--- config.mk ---
export PLATFORM = sky130hd
export DESIGN_NAME = length_prefixed_frame_receiver_top
export DESIGN_NICKNAME = d
export VERILOG_FILES = /design/src/sv/lpfr_pkg.sv /design/src/sv/lpfr_parser.sv /design/src/sv/length_prefixed_frame_receiver_top.sv
export SDC_FILE = /design/constraint.sdc
export NUM_CORES = 1
export LEC_CHECK = 0
export BUFFER_PORTS_ARGS = -buffer_cell sky130_fd_sc_hd__buf_2
export CAP_MARGIN = 20
export CELL_PAD_IN_SITES_DETAIL_PLACEMENT = 1
export CELL_PAD_IN_SITES_GLOBAL_PLACEMENT = 2
export CORE_MARGIN = 3
export CORE_UTILIZATION = 31
export DETAILED_ROUTE_END_ITERATION = 12
export PLACE_DENSITY = 0.74
export SYNTH_ARGS = -nofsm -noshare
export SYNTH_HDL_FRONTEND = slang
export SYNTH_SLANG_ARGS = --single-unit
--- constraint.sdc ---
create_clock -name clk -period 5.75 [get_ports clk]
set_input_delay 1.725 -clock clk [delete_from_list [all_inputs] [get_ports clk]]
set_output_delay 1.725 -clock clk [all_outputs]
set_load 0.01 [all_outputs]
--- src/sv/lpfr_pkg.sv ---
// ----------------------------------------------------------------------------
// lpfr_pkg
// Shared types and codes for the length-prefixed frame receiver: parser
// phases, result kinds, configuration register indexes and the result record.
// ----------------------------------------------------------------------------
`default_nettype none

package lpfr_pkg;

  // configuration port
  localparam int unsigned CfgIndexW = 2;
  localparam int unsigned CfgDataW  = 8;

  localparam logic [CfgIndexW-1:0] REG_HEADER_VALUE = 2'd0;
  localparam logic [CfgIndexW-1:0] REG_FOOTER_VALUE = 2'd1;

  // result kinds
  localparam logic [1:0] KIND_DATA     = 2'd0;
  localparam logic [1:0] KIND_GOOD_END = 2'd1;
  localparam logic [1:0] KIND_BAD_END  = 2'd2;

  // parser phases
  typedef enum logic [2:0] {
    PH_HUNT    = 3'd0,
    PH_LEN_LO  = 3'd1,
    PH_LEN_HI  = 3'd2,
    PH_PAYLOAD = 3'd3,
    PH_FOOTER  = 3'd4
  } lpfr_phase_t;

  // one result record from the parser
  typedef struct packed {
    logic        valid;
    logic [1:0]  kind;
    logic [7:0]  data;
    logic [15:0] index;
    logic        last;
  } lpfr_result_t;

endpackage

`default_nettype wire

--- src/sv/lpfr_parser.sv ---
// ----------------------------------------------------------------------------
// lpfr_parser
// Frame parser state machine: hunts for the header, gathers the
// little-endian length, numbers payload bytes and checks the footer.
// One byte is consumed in each cycle that step is high.
// ----------------------------------------------------------------------------
`default_nettype none

module lpfr_parser
  import lpfr_pkg::*;
(
  input  wire logic         clk,
  input  wire logic         rst,
  input  wire logic         step,
  input  wire logic [7:0]   rx_byte,
  input  wire logic [7:0]   header_value,
  input  wire logic [7:0]   footer_value,
  output lpfr_result_t      result
);

  lpfr_phase_t  phase;
  lpfr_phase_t  phase_next;
  logic [7:0]   length_low_byte;
  logic [15:0]  frame_length;
  logic [15:0]  bytes_seen;
  logic [15:0]  new_length;
  logic         is_last;

  // length assembled from the high byte now arriving
  assign new_length = {rx_byte, length_low_byte};

  // final payload byte of the frame
  assign is_last = (({1'b0, bytes_seen} + 17'd1) == {1'b0, frame_length});

  // next phase
  always_comb begin
    phase_next = phase;
    case (phase)
      PH_HUNT: begin
        if (rx_byte == header_value) begin
          phase_next = PH_LEN_LO;
        end
      end
      PH_LEN_LO:  phase_next = PH_LEN_HI;
      PH_LEN_HI: begin
        phase_next = (new_length == 16'd0) ? PH_FOOTER : PH_PAYLOAD;
      end
      PH_PAYLOAD: begin
        if (is_last) begin
          phase_next = PH_FOOTER;
        end
      end
      PH_FOOTER:  phase_next = PH_HUNT;
      default:    phase_next = PH_HUNT;
    endcase
  end

  // result for the byte being consumed
  always_comb begin
    result       = '0;
    result.data  = rx_byte;
    case (phase)
      PH_PAYLOAD: begin
        result.valid = step;
        result.kind  = KIND_DATA;
        result.index = bytes_seen;
        result.last  = is_last;
      end
      PH_FOOTER: begin
        result.valid = step;
        result.kind  = (rx_byte == footer_value) ? KIND_GOOD_END : KIND_BAD_END;
        result.index = frame_length;
      end
      default: begin
        result.valid = 1'b0;
      end
    endcase
  end

  // phase register
  always_ff @(posedge clk) begin
    if (rst) begin
      phase <= PH_HUNT;
    end else if (step) begin
      phase <= phase_next;
    end
  end

  // length and byte count
  always_ff @(posedge clk) begin
    if (rst) begin
      length_low_byte <= '0;
      frame_length    <= '0;
      bytes_seen      <= '0;
    end else if (step) begin
      case (phase)
        PH_LEN_LO: begin
          length_low_byte <= rx_byte;
        end
        PH_LEN_HI: begin
          frame_length <= new_length;
          bytes_seen   <= '0;
        end
        PH_PAYLOAD: begin
          bytes_seen <= bytes_seen + 16'd1;
        end
        default: begin
          bytes_seen <= bytes_seen;
        end
      endcase
    end
  end

endmodule

`default_nettype wire

--- src/sv/length_prefixed_frame_receiver_top.sv ---
// ----------------------------------------------------------------------------
// length_prefixed_frame_receiver_top
// Receives serial bytes, finds header-framed packets with a 16-bit
// little-endian length, passes payload bytes on and reports the footer check.
// ----------------------------------------------------------------------------
//  channel | handshake          | payload
//  --------+--------------------+---------------------------------------------
//  input   | in_valid/in_ready  | rx_byte
//  output  | out_valid/out_ready| out_kind, out_byte, out_index, out_last
//  config  | cfg_valid/cfg_ready| cfg_index, cfg_data
//
//  One byte per cycle sustained while the output is not stalled; a byte's result
//  is loaded into the output register after its transaction (input register, then parser).
//  Bytes that give no result (hunt, header, length) are consumed silently.
//  rst is synchronous: parser returns to the hunt, both registers read zero.
//  A stalled output holds the parser; the input register takes one more byte.
// ----------------------------------------------------------------------------
`default_nettype none

module length_prefixed_frame_receiver_top
  import lpfr_pkg::*;
(
  input  wire logic                 clk,
  input  wire logic                 rst,
  // input bytes
  input  wire logic                 in_valid,
  output logic                      in_ready,
  input  wire logic [7:0]           rx_byte,
  // results
  output logic                      out_valid,
  input  wire logic                 out_ready,
  output logic [1:0]                out_kind,
  output logic [7:0]                out_byte,
  output logic [15:0]               out_index,
  output logic                      out_last,
  // configuration writes
  input  wire logic                 cfg_valid,
  output logic                      cfg_ready,
  input  wire logic [CfgIndexW-1:0] cfg_index,
  input  wire logic [CfgDataW-1:0]  cfg_data
);

  logic         byte_valid;
  logic [7:0]   byte_reg;
  logic         advance;
  logic [7:0]   header_value;
  logic [7:0]   footer_value;
  lpfr_result_t result;

  // configuration registers
  assign cfg_ready = 1'b1;

  always_ff @(posedge clk) begin
    if (rst) begin
      header_value <= '0;
      footer_value <= '0;
    end else if (cfg_valid && cfg_ready) begin
      case (cfg_index)
        REG_HEADER_VALUE: header_value <= cfg_data;
        REG_FOOTER_VALUE: footer_value <= cfg_data;
        default: begin
          header_value <= header_value;
        end
      endcase
    end
  end

  // parser consumes the held byte when the result register is free
  assign advance  = byte_valid && (!out_valid || out_ready);
  assign in_ready = !byte_valid || advance;

  // input register
  always_ff @(posedge clk) begin
    if (rst) begin
      byte_valid <= 1'b0;
    end else if (in_ready) begin
      byte_valid <= in_valid;
    end
  end

  always_ff @(posedge clk) begin
    if (in_valid && in_ready) begin
      byte_reg <= rx_byte;
    end
  end

  lpfr_parser u_parser (
    .clk          (clk),
    .rst          (rst),
    .step         (advance),
    .rx_byte      (byte_reg),
    .header_value (header_value),
    .footer_value (footer_value),
    .result       (result)
  );

  // result register
  always_ff @(posedge clk) begin
    if (rst) begin
      out_valid <= 1'b0;
    end else if (!out_valid || out_ready) begin
      out_valid <= result.valid;
    end
  end

  always_ff @(posedge clk) begin
    if (result.valid && (!out_valid || out_ready)) begin
      out_kind  <= result.kind;
      out_byte  <= result.data;
      out_index <= result.index;
      out_last  <= result.last;
    end
  end

endmodule

`default_nettype wire
==> impl_metrics.toml <==
[outcome]
status = "completed"

[power_and_ir_drop]
p_int_mw = 1.05
power.density_nw_per_um2 = 267
pwr-share-clk = 0.437
pwr-share-comb = 0.031
p_sw_uw = 319
pwr-share-seq = 0.532
power.leakage_nw = 2.00
ir_worst_vdd_v = 0.000125
netSwitchingFraction = 0.234

[worst_setup_path]
cp-start-kind = "input pin"
worst_ep_required_time_ns = 4.03
endpoint_kind = "primary output"
path_class = "in2out"
arrival_ns = 2.17
worstPathMaxFanout = 3

[cts]
worst_skew_pair.late_latency_ns = 0.36
cts_sinks = 96
clock_path_buffers = 2
cts_max_level = 3
cts_tree = "yes"
cts-root-buf = "clkbuf_16"
cts_buffers = 9
holdBufCountCts = 0
post_cts_buffers = 0
clkTransAtPathRegs_ns = 0.07
cts_resized = 0

[floorplanning]
coreArea_sq_um = 14000
chipWidth_um = 126
fp-row-count = 43
start_util = 0.319
ioPinCount = 53
die_area_sq_um = 15900
die_y_um = 126

[finish]
layout-drive-gt1-share = 0.181
largest_registers = "out_index (16), u_parser.bytes_seen (16), u_parser.frame_length (16)"
utilization = 0.366
syn_to_final_growth_pct = 14.5
mostFrequentLayoutCell = "dfxtp_1"
layout_common_cells = "61 x dfxtp_1, 55 x nand2_1, 51 x buf_2"
fillers = 1627
n_antenna_cell = 0
nets = 517
instances_no_fill = 678

[logic_synthesis]
synth-xor-area-share = 0.0706
synth_area_sq_um = 4470
avgSynthCellArea_sq_um = 9.86
muxShareOfSynthArea = 0.0560
ys.flop_type = "dfxtp_1"
yosys.cell_types.count = 59
synth.yosys.seq_area_share = 0.509
netlist_instances = 453
ys_seq_elements = 96
synth_top_family_by_area = "simple AND/OR/NAND/NOR gates"
synth_edf_count = 35
async_flop_share = 0
synth_fp_nets = 477
synthAdderAreaFrac = 0.00280
synth-compound-area-share = 0.129
synth-simple-area-share = 0.187
yosysWarningCount = 0

[detailed_routing]
drtIter0Drc = 200
wl_per_cell_um = 17.9
wl_um = 12100
via_per_inst = 5.15
drc = 0
first_pass_iters = 4
drt.antenna.violating_nets = 0
dr_total_vias = 3491

[timing]
period_minus_slack_ns = 3.90
slew_viol_final = 0
tns_ns = 0
layout_setup_ws_ns = 1.85
hold_viol = 0
maxSlewHeadroom = 0.395
setup_viol = 0
max_freq_mhz = 257
rsz0062_at_grt = "false"
worstMarginPinSlew_ns = 0.907
skew_ns = 0.0106
min_period_over_period = 0.678

[placement]
io_buffer_count = 51
dp_slack_ns = 1.86
gp_congestion = 0.812
hpwlAfterDp_um = 8370
place_inst = 661

[grt]
grt_pass1_vias = 3667
antenna_found_initial = 0
grt_start_max_net_pins = 62
track_usage = 0.159
grt_pass1_wl_um = 19800
gr-total-overflow = 0

[worst_hold_path]
hold_path_class = "reg2reg"

[job]
drv_cap = 0
## cells in the mapped netlist (3+ instances only)
library cell | count | area share
clkbuf_1 | 15 | 0.013
dfxtp_1 | 61 | 0.27
nand2_1 | 55 | 0.046
a21oi_1 | 35 | 0.039
mux2i_1 | 25 | 0.056
a311oi_1 | 3 | 0.0059
buf_6 | 4 | 0.010
xnor2_1 | 15 | 0.029
and3_1 | 5 | 0.0070
nand2b_1 | 3 | 0.0042
nand4_1 | 5 | 0.0070
a22o_1 | 11 | 0.022
nor2_1 | 49 | 0.041
nor3_1 | 9 | 0.010
nand3_1 | 6 | 0.0067
nand3b_1 | 3 | 0.0050
nor4_1 | 13 | 0.018
edfxtp_1 | 35 | 0.24
inv_1 | 8 | 0.0067
a31oi_1 | 3 | 0.0042
o21ai_0 | 17 | 0.019
buf_4 | 5 | 0.0084
xor2_1 | 21 | 0.041
## area by class of cell
class | instances | area, sq um | share of cell area
clock buffers | 10 | 239 | 0.0467
clock inverters | 6 | 55.1 | 0.0108
inverters | 8 | 30.0 | 0.00587
multi-input cells | 321 | 1990 | 0.390
flip-flops and latches | 96 | 2270 | 0.444
well taps | 180 | 225 | 0.0440
repair buffers | 57 | 300 | 0.0587
## kinds of logic after synthesis
logic type / Yosys count
other cells: 1
flops: 96
xor+xnor: 36
fa+ha+maj: 1
buf+inv: 36
simple gates: 169
mux: 25
compound gates: 89
## worst max-delay path, cell delays in order
cell and delay, ns:
buf_2 0.10, nand3b_1 0.18, buf_2 0.16
## per-layer routing
| layer | wire length [um] | share of wire | global-route usage | vias to the layer above |
|---|---|---|---|---|
| li1 | - | - | - | 1700 |
| met1 | 5780 | 0.48 | 0.207 | 1716 |
| met2 | 5720 | 0.47 | 0.257 | 61 |
| met3 | 363 | 0.030 | 0.0297 | 14 |
| met4 | 256 | 0.021 | 0.0669 | 0 |
| met5 | 0 | 0 | 0 | - |
## per-stage QoR
step / instance area, sq um / hold WS (ns) / power, mW
3_5_place_dp: 4810 / 0.467 / 0.785
2_1_floorplan: 4470 / 0.444 / 0.764
4_1_cts: 5110 / 0.479 / 1.39
5_1_grt: 5110 / 0.511 / 1.42
3_3_place_gp: 4810 / 0.460 / 0.784
6_report: 5110 / 0.475 / 1.36
## final timing paths
kind	start	end	slack (ns)	cells past startpoint
max	out_ready	in_ready	1.85	3
min	u_parser.length_low_byte[5]	u_parser.frame_length[5]	0.47	2
max reg2reg	u_parser.bytes_seen[0]	u_parser.phase[1]	2.43	8
min reg2reg	u_parser.length_low_byte[5]	u_parser.frame_length[5]	0.47	2
## power by group through the flow
stage                     Combinational, mW  Sequential, mW  Clock, mW
final                                0.0426           0.725      0.596
after global routing                 0.0482           0.727      0.641
after detailed placement             0.0433           0.742          0
after global placement               0.0424           0.741          0
after floorplan                      0.0291           0.735          0
after CTS                            0.0436           0.726      0.616
Power figures use the tool's default switching activity.
